<file path="config.mk">
export PLATFORM = sky130hd
export DESIGN_NAME = gscs_decide
export DESIGN_NICKNAME = d
export VERILOG_FILES = /design/src/sv/gscs_pkg.sv /design/src/sv/gscs_decide.sv
export SDC_FILE = /design/constraint.sdc
export NUM_CORES = 1
export LEC_CHECK = 0
export BUFFER_PORTS_ARGS = -buffer_cell sky130_fd_sc_hd__buf_4
export CAP_MARGIN = 20
export CORE_UTILIZATION = 60
export DETAILED_ROUTE_END_ITERATION = 10
export PLACE_DENSITY = 0.93
export SETUP_SLACK_MARGIN = 0.05
export SKIP_LAST_GASP = 1
export SLEW_MARGIN = 30
export SYNTH_ARGS = -nofsm -noshare
export SYNTH_HDL_FRONTEND = slang
export SYNTH_SLANG_ARGS = --single-unit
</file>
<file path="constraint.sdc">
create_clock -name vclk -period 11.15
set_input_delay 0.5575 -clock vclk [all_inputs]
set_output_delay 0.5575 -clock vclk [all_outputs]
set_load 0.05 [all_outputs]
</file>
<file path="src/sv/gscs_pkg.sv">
// shared types, constants and the force scaling function of the gap spring channel
`timescale 1ns / 1ps
`default_nettype none

package gscs_pkg;

  localparam int FRAC_BITS = 16;

  localparam int DISP_W  = 32;
  localparam int DEF_W   = DISP_W + 1;   // disp_j - disp_i
  localparam int LEN_W   = DEF_W + 1;    // deformation plus or minus the gap
  localparam int CMP_W   = LEN_W + 1;    // threshold compares
  localparam int PROD_W  = DISP_W + LEN_W;
  localparam int FORCE_W = 48;

  localparam int IN_DATA_W  = 64;
  localparam int IN_USER_W  = 2;
  localparam int OUT_DATA_W = 136;
  localparam int CFG_IDX_W  = 3;
  localparam int CFG_DATA_W = 32;

  // register indexes on the configuration channel
  localparam logic [CFG_IDX_W-1:0] REG_SPRING_MODE    = 3'd0;
  localparam logic [CFG_IDX_W-1:0] REG_GAP_SIZE       = 3'd1;
  localparam logic [CFG_IDX_W-1:0] REG_STIFFNESS      = 3'd2;
  localparam logic [CFG_IDX_W-1:0] REG_GAP_TOLERANCE  = 3'd3;
  localparam logic [CFG_IDX_W-1:0] REG_HYST_BAND      = 3'd4;
  localparam logic [CFG_IDX_W-1:0] REG_USE_HYSTERESIS = 3'd5;

  // spring behavior codes
  localparam logic [1:0] MODE_LINEAR      = 2'd0;
  localparam logic [1:0] MODE_TENSION     = 2'd1;
  localparam logic [1:0] MODE_COMPRESSION = 2'd2;

  localparam logic signed [PROD_W-1:0] FORCE_MAX =
    PROD_W'((66'sd1 <<< (FORCE_W - 1)) - 66'sd1);
  localparam logic signed [PROD_W-1:0] FORCE_MIN =
    PROD_W'(-(66'sd1 <<< (FORCE_W - 1)));

  typedef struct packed {
    logic [1:0]         spring_mode;
    logic signed [31:0] gap_size;
    logic signed [31:0] stiffness;
    logic [30:0]        gap_tolerance;
    logic [30:0]        hyst_band;
    logic               use_hysteresis;
  } gscs_cfg_t;

  typedef struct packed {
    logic signed [DISP_W-1:0] disp_i;
    logic signed [DISP_W-1:0] disp_j;
    logic                     end_i_fixed;
    logic                     end_j_fixed;
  } gscs_in_t;

  // operands for the force multipliers
  typedef struct packed {
    logic signed [DEF_W-1:0] deformation;
    logic                    active;
    logic                    changed;
    logic signed [LEN_W-1:0] sf_len;
    logic signed [LEN_W-1:0] gf_len;
  } gscs_op_t;

  typedef struct packed {
    logic signed [DEF_W-1:0]  deformation;
    logic                     active;
    logic                     changed;
    logic signed [PROD_W-1:0] sf_prod;
    logic signed [PROD_W-1:0] gf_prod;
  } gscs_prod_t;

  // floor of the product over 2^FRAC_BITS, clamped to the signed force range
  function automatic logic signed [FORCE_W-1:0] force_scale(
    input logic signed [PROD_W-1:0] prod
  );
    logic signed [PROD_W-1:0] shifted;
    logic signed [FORCE_W-1:0] res;
    shifted = prod >>> FRAC_BITS;
    if (shifted > FORCE_MAX) begin
      res = FORCE_MAX[FORCE_W-1:0];
    end else if (shifted < FORCE_MIN) begin
      res = FORCE_MIN[FORCE_W-1:0];
    end else begin
      res = shifted[FORCE_W-1:0];
    end
    return res;
  endfunction

endpackage

`default_nettype wire

</file>
<file path="src/sv/gscs_decide.sv">
// engagement decision and multiplier operand selection for one channel
`timescale 1ns / 1ps
`default_nettype none

module gscs_decide
  import gscs_pkg::*;
(
  input  wire gscs_in_t  item,
  input  wire gscs_cfg_t cfg,
  input  wire            prev_active,
  output gscs_op_t       op
);

  logic signed [DEF_W-1:0] ui;
  logic signed [DEF_W-1:0] uj;
  logic signed [DEF_W-1:0] d;
  logic signed [CMP_W-1:0] dw;
  logic signed [CMP_W-1:0] adw;
  logic signed [CMP_W-1:0] gw;
  logic signed [CMP_W-1:0] hw;
  logic signed [CMP_W-1:0] tw;
  logic signed [CMP_W-1:0] thr;
  logic signed [LEN_W-1:0] d_l;
  logic signed [LEN_W-1:0] g_l;
  logic [1:0]              mode;
  logic                    no_gap;
  logic                    d_gt_g;
  logic                    d_lt_ng;
  logic                    act;

  always_comb begin
    ui = item.end_i_fixed ? '0 : DEF_W'(item.disp_i);
    uj = item.end_j_fixed ? '0 : DEF_W'(item.disp_j);
    d  = uj - ui;

    dw  = CMP_W'(d);
    adw = d[DEF_W-1] ? -dw : dw;
    gw  = CMP_W'(cfg.gap_size);
    hw  = cfg.use_hysteresis ? $signed(CMP_W'(cfg.hyst_band)) : '0;
    tw  = $signed(CMP_W'(cfg.gap_tolerance));

    // unused mode code behaves as linear
    mode = (cfg.spring_mode == MODE_TENSION || cfg.spring_mode == MODE_COMPRESSION) ?
           cfg.spring_mode : MODE_LINEAR;

    no_gap  = (gw <= tw);
    d_gt_g  = (dw > gw);
    d_lt_ng = (dw < -gw);

    unique case (mode)
      MODE_TENSION: begin
        thr = prev_active ? (gw - hw - tw) : (gw + hw - tw);
        act = (dw > thr);
      end
      MODE_COMPRESSION: begin
        thr = prev_active ? (hw + tw - gw) : (tw - gw - hw);
        act = (dw < thr);
      end
      default: begin
        thr = prev_active ? (gw - hw - tw) : (gw + hw - tw);
        act = no_gap || (adw > thr);
      end
    endcase

    d_l = LEN_W'(d);
    g_l = LEN_W'(cfg.gap_size);

    op.deformation = d;
    op.active      = act;
    op.changed     = act ^ prev_active;
    op.sf_len      = '0;
    op.gf_len      = '0;

    if (act) begin
      unique case (mode)
        MODE_TENSION:     op.sf_len = d_l - g_l;
        MODE_COMPRESSION: op.sf_len = d_l + g_l;
        default: begin
          priority if (no_gap) begin
            op.sf_len = d_l;
          end else if (d_gt_g) begin
            op.sf_len = d_l - g_l;
          end else if (d_lt_ng) begin
            op.sf_len = d_l + g_l;
          end else begin
            // engaged but still inside the gap
            op.sf_len = '0;
          end
        end
      endcase
      if (!no_gap) begin
        unique case (mode)
          MODE_TENSION:     op.gf_len = -g_l;
          MODE_COMPRESSION: op.gf_len = g_l;
          default: begin
            priority if (d_gt_g) begin
              op.gf_len = -g_l;
            end else if (d_lt_ng) begin
              op.gf_len = g_l;
            end else begin
              op.gf_len = '0;
            end
          end
        endcase
      end
    end
  end

endmodule

`default_nettype wire

</file>
# Yosys cells after proc, flatten, opt, wreduce, memory -nomap -nowiden
# Cells that the tools add are included.
# totals
ff_bits	0
output_inout_bits	103
wordCells	44
inputBits	196
# classes
bitwise	1
eq_ne	4
order_cmp	6
n_reduce_logical	2
addsub	14
muxes	17
# op_table
cell	count
$mux 34	6
$sub 33x32->34	5
$pmux 34 s2	2
$mux 35	3
$lt 33x35->1	2
$mux 68	1
$mux 33	2
$sub 32x32->33	2
$gt 33x35->1	1
$gt 35x35->1	1
$neg 32->35	1
$neg 33->35	1
$add 33x32->34	1
$neg 32->34	1
$add 32x32->33	1
$gt 33x32->1	1
$sub 33x33->33	1
$add 31x31->32	1
$le 32x32->1	1
$mux 31	1
$eq 2x1->1 const B	2
$eq 2x2->1 const B	2
$logic_or 1x1->1	2
$mux 2	1
other kinds (2)	2

# Longest topological paths before layout
# logic_depth
depth_word	8
depth_mapped	40
mapped_depth_nobuf	36

# Worst setup path after synthesis
# No wires, ideal clock.
# synth_timing
path_kind	input -> output
start	in item[0] (netlist name)
end	out op[57] (netlist name)
arrival_time_ps	9527
cell_stages	21
required_ps	10593
slack_ps	1066
path_cell_list	clkbuf_1 > nor2b_1 > ha_1 > clkbuf_1 > nand4_1 > nor3_1 > o211a_1 > nor2_1 > o211a_1 > o311ai_0 > ha_1 > a21o_1 > a21oi_1 > a2bb2oi_1 > a21boi_0 > a41o_1 > clkbuf_1 > or3b_1 > o21ai_0 > o21ai_0 > a2111oi_0
# synth_rtl
element	line_no	rtl
from (decl)	gscs_decide.sv:8	input wire gscs_in_t item,
to (decl)	gscs_decide.sv:11	output gscs_op_t op

==> impl_summary.txt <==
----------------------------------------------------
[Route]
  First DRT Iteration DRCs ... 3352
  Post-route antenna net violation count ... 0
  Routed len/inst ... roughly 21 µm
  Vias after detailed routing ... 28.41k
  Detailed-route vias per instance ... just under 7
  Number of iterations in the first detailed-routing pass ... 7
  DRC violations left ... 0
  Final routed wirelength across all metal layers ... a little under 90 mm

[Synthesis]
  Netlist area before placement ... 24270 µm²
  Average cell area after synthesis ... approximately 7.0 µm²
  Most frequently used cell type in the post-synthesis netlist ... sky130_fd_sc_hd__ha_1
  Count of yosys warnings during synthesis ... 0
  Area share of the leading cell type in the synthesized netlist ... a little under a quarter
  Commonest cells post-synth ... sky130_fd_sc_hd__ha_1, sky130_fd_sc_hd__a21oi_1, sky130_fd_sc_hd__inv_1, sky130_fd_sc_hd__nand2_1, sky130_fd_sc_hd__nor2_1
  Post-synthesis cell count ... between 3k and 4k
  Largest cells by area after synthesis ... sky130_fd_sc_hd__ha_1, sky130_fd_sc_hd__a21oi_1, sky130_fd_sc_hd__xnor2_1
  Area leader, netlist ... sky130_fd_sc_hd__ha_1
  Proportion of synthesized chip area in sequential cells ... 0%
  Unique masters post-synth ... 93

[Pwr]
  Sequential share of power ... 0%
  Leakage dissipation ... 12.83 nW
  Switching share of power ... between 60% and 70%
  Maximum VDD drop ... between 0.08 and 0.09 mV
  Power share of the combinational group ... 100.0%
  Pwr Density ... 141.0 nW/µm²
  Internal Power ... approximately 1.4 mW
  Total power consumption of the routed design ... between 3 and 4 mW
  Clock group share of total power ... 0%
  Switching Power ... ~2.4 mW

[Timing]
  Post-Route Setup TNS ... 0 ps
  Setup repair after global routing missed its margin ... no
  Final period utilization ... around nine tenths
  Slew at the pin with the worst max-slew slack ... 1017 ps
  Max-slew violation total from the final report ... 0
  Worst slew margin ... 31.27%
  Final setup viols ... 0
  Final Critical Period ... approximately 9800 ps
  Count of endpoints failing hold in the final timing report ... 0
  Worst hold margin ... between 1500 and 2000 ps
  Highest Clock Rate ... 0.1016 GHz

[Global route]
  Overall fraction of global-route tracks in use ... 41.63%
  Via count of the first global-routing pass ... 26.40k
  Gr ovfl total ... 0
  Maximum number of pins on one net before global-route repair ... 73
  Global-route wire length before repair ... 137.9 mm
  Antenna violations before repair ... 3

[Floorplan]
  Placement Rows ... 73
  Die X ... approximately 200 µm
  Vertical extent of the die ... just over 200 µm
  Top-level port count ... 299
  Total Die Area ... 41260 µm²
  Starting Density ... 60.94%
  Placeable core region ... 39820 µm²

[Finish]
  # nets final ... 4363
  Area Overhead vs Synth ... 10.26%
  Number of fillers in the final layout ... roughly 3.4k
  Share of post-route cells with drive strength above 1 ... 9.928%
  Number of clock buffer instances in the layout ... 0
  Area taken by multi-input logic gates ... around 23000 µm²
  Register area ... 0 µm²
  FF+latch count ... 0

[Min path]
  Hold_sp ... cfg[125]
  Hold WC Path Type ... in2out
  Worst Hold Path Cells ... 4

[CTS]
  Number of setup buffers added after CTS ... 0
  Number of resized instances in the post-cts repair step ... 0
  Count of hold-fix buffers inserted at cts ... 0

[Run]
  Max-cap viol count ... 0

[Setup path]
  Buffers & Inverters on Critical Path ... 5
  Critical Path End Type ... output pin
  Largest delay contributor family on the critical path ... compound AO/OA/AOI/OAI gates
  Critical Path AT ... 9290 ps
  Worst stage delay on the critical path ... between 400 and 500 ps
  Worst setup path endpoint ... op[11]
  WP depth ... 37
  Critical path data required time ... around 11000 ps
  Crit-path max FO ... 36
  Worst setup path category ... in2out
  Cell type of the slowest stage on the worst timing path ... sky130_fd_sc_hd__or3b_2
  Category of the worst setup path launch point ... input pin
  Most numerous cell on the critical path ... sky130_fd_sc_hd__a21oi_1
  Worst setup path startpoint ... cfg[0]

[Place]
  Post-DP HPWL ... 73.97 mm
  I/O Buffers ... 267
  Gp weighted congestion ... 1.037

[Status]
  Run status ... finished, final reports clean

----------------------------------------------------
## power groups by stage
stage          combinational (mW)  sequential (mW)    clock [mW]
2_1_floorplan                2.68                0             0
3_3_place_gp                 3.55                0             0
3_5_place_dp                 3.63                0             0
4_1_cts                      3.65                0             0
5_1_grt                      4.08                0             0
6_report                     3.77                0  0.0000000120
## area by class of cell
cell class / instances / area share, %
antenna: 1 / 0.009352
inverter: 307 / 4.307
multi-input combinational: 3022 / 84.62
tap: 525 / 2.455
timing repair buffer: 307 / 8.613
## stage by stage
| stage | worst slack (ps) | util (%) | cells | area, µm² |
|---|---|---|---|---|
| after floorplan | 1066 | - | 3461 | 24270 |
| after global placement | 1721 | 67.16 | 4161 | 26750 |
| after detailed placement | 1617 | 67.19 | 4161 | 26760 |
| after CTS | 1599 | 67.19 | 4161 | 26760 |
| after global routing | 1035 | 67.19 | 4161 | 26760 |
| final | 1305 | 67.19 | 4162 | 26760 |
## cell families (layout without fill, tap and decap cells)
family                   after synthesis  in the layout  synth area share, %
buffers and inverters                439            614                6.867
AND/OR/NAND/NOR                     1052           1052                21.73
XOR/XNOR                             249            249                9.017
other                                  1              3              0.01545
AO/OA/AOI/OAI                       1174           1174                32.27
multiplexers                          16             16               0.7166
adder cells (fa/ha/maj)              529            529                29.38
## worst min-delay path by stage
stage / endpoint / slack (ps)
after CTS: op[30] / 1630
after floorplan: op[17] / 1420
final: op[30] / 1640
after global routing: op[3] / 1670
after detailed placement: op[30] / 1630
after global placement: op[30] / 1630
## metal layers
layer | share of wire [%] | track usage (%)
met5 | 0.091 | 0
met4 | 6.2 | 21.40
met3 | 14 | 8.636
met2 | 42 | 64.71
met1 | 38 | 54.07
## cells in the final DEF (no fill, tap or decap), types with 56 or more instances in the layout
cell type                  instances
sky130_fd_sc_hd__nand4_1          56
sky130_fd_sc_hd__inv_1           300
sky130_fd_sc_hd__xnor2_1         187
sky130_fd_sc_hd__nor2b_1          78
sky130_fd_sc_hd__xor2_1           61
sky130_fd_sc_hd__o21ai_0         175
sky130_fd_sc_hd__nand3_1          88
sky130_fd_sc_hd__a221oi_1         69
sky130_fd_sc_hd__nand2b_1         69
sky130_fd_sc_hd__ha_1            459
sky130_fd_sc_hd__fa_1             68
sky130_fd_sc_hd__nand2_1         247
sky130_fd_sc_hd__nor3_1           94
sky130_fd_sc_hd__a21oi_1         342
sky130_fd_sc_hd__a211oi_1         58
sky130_fd_sc_hd__a21o_1          134
sky130_fd_sc_hd__buf_4           307
sky130_fd_sc_hd__nor2_1          241
No activity file was read; power rests on OpenSTA's default activity.
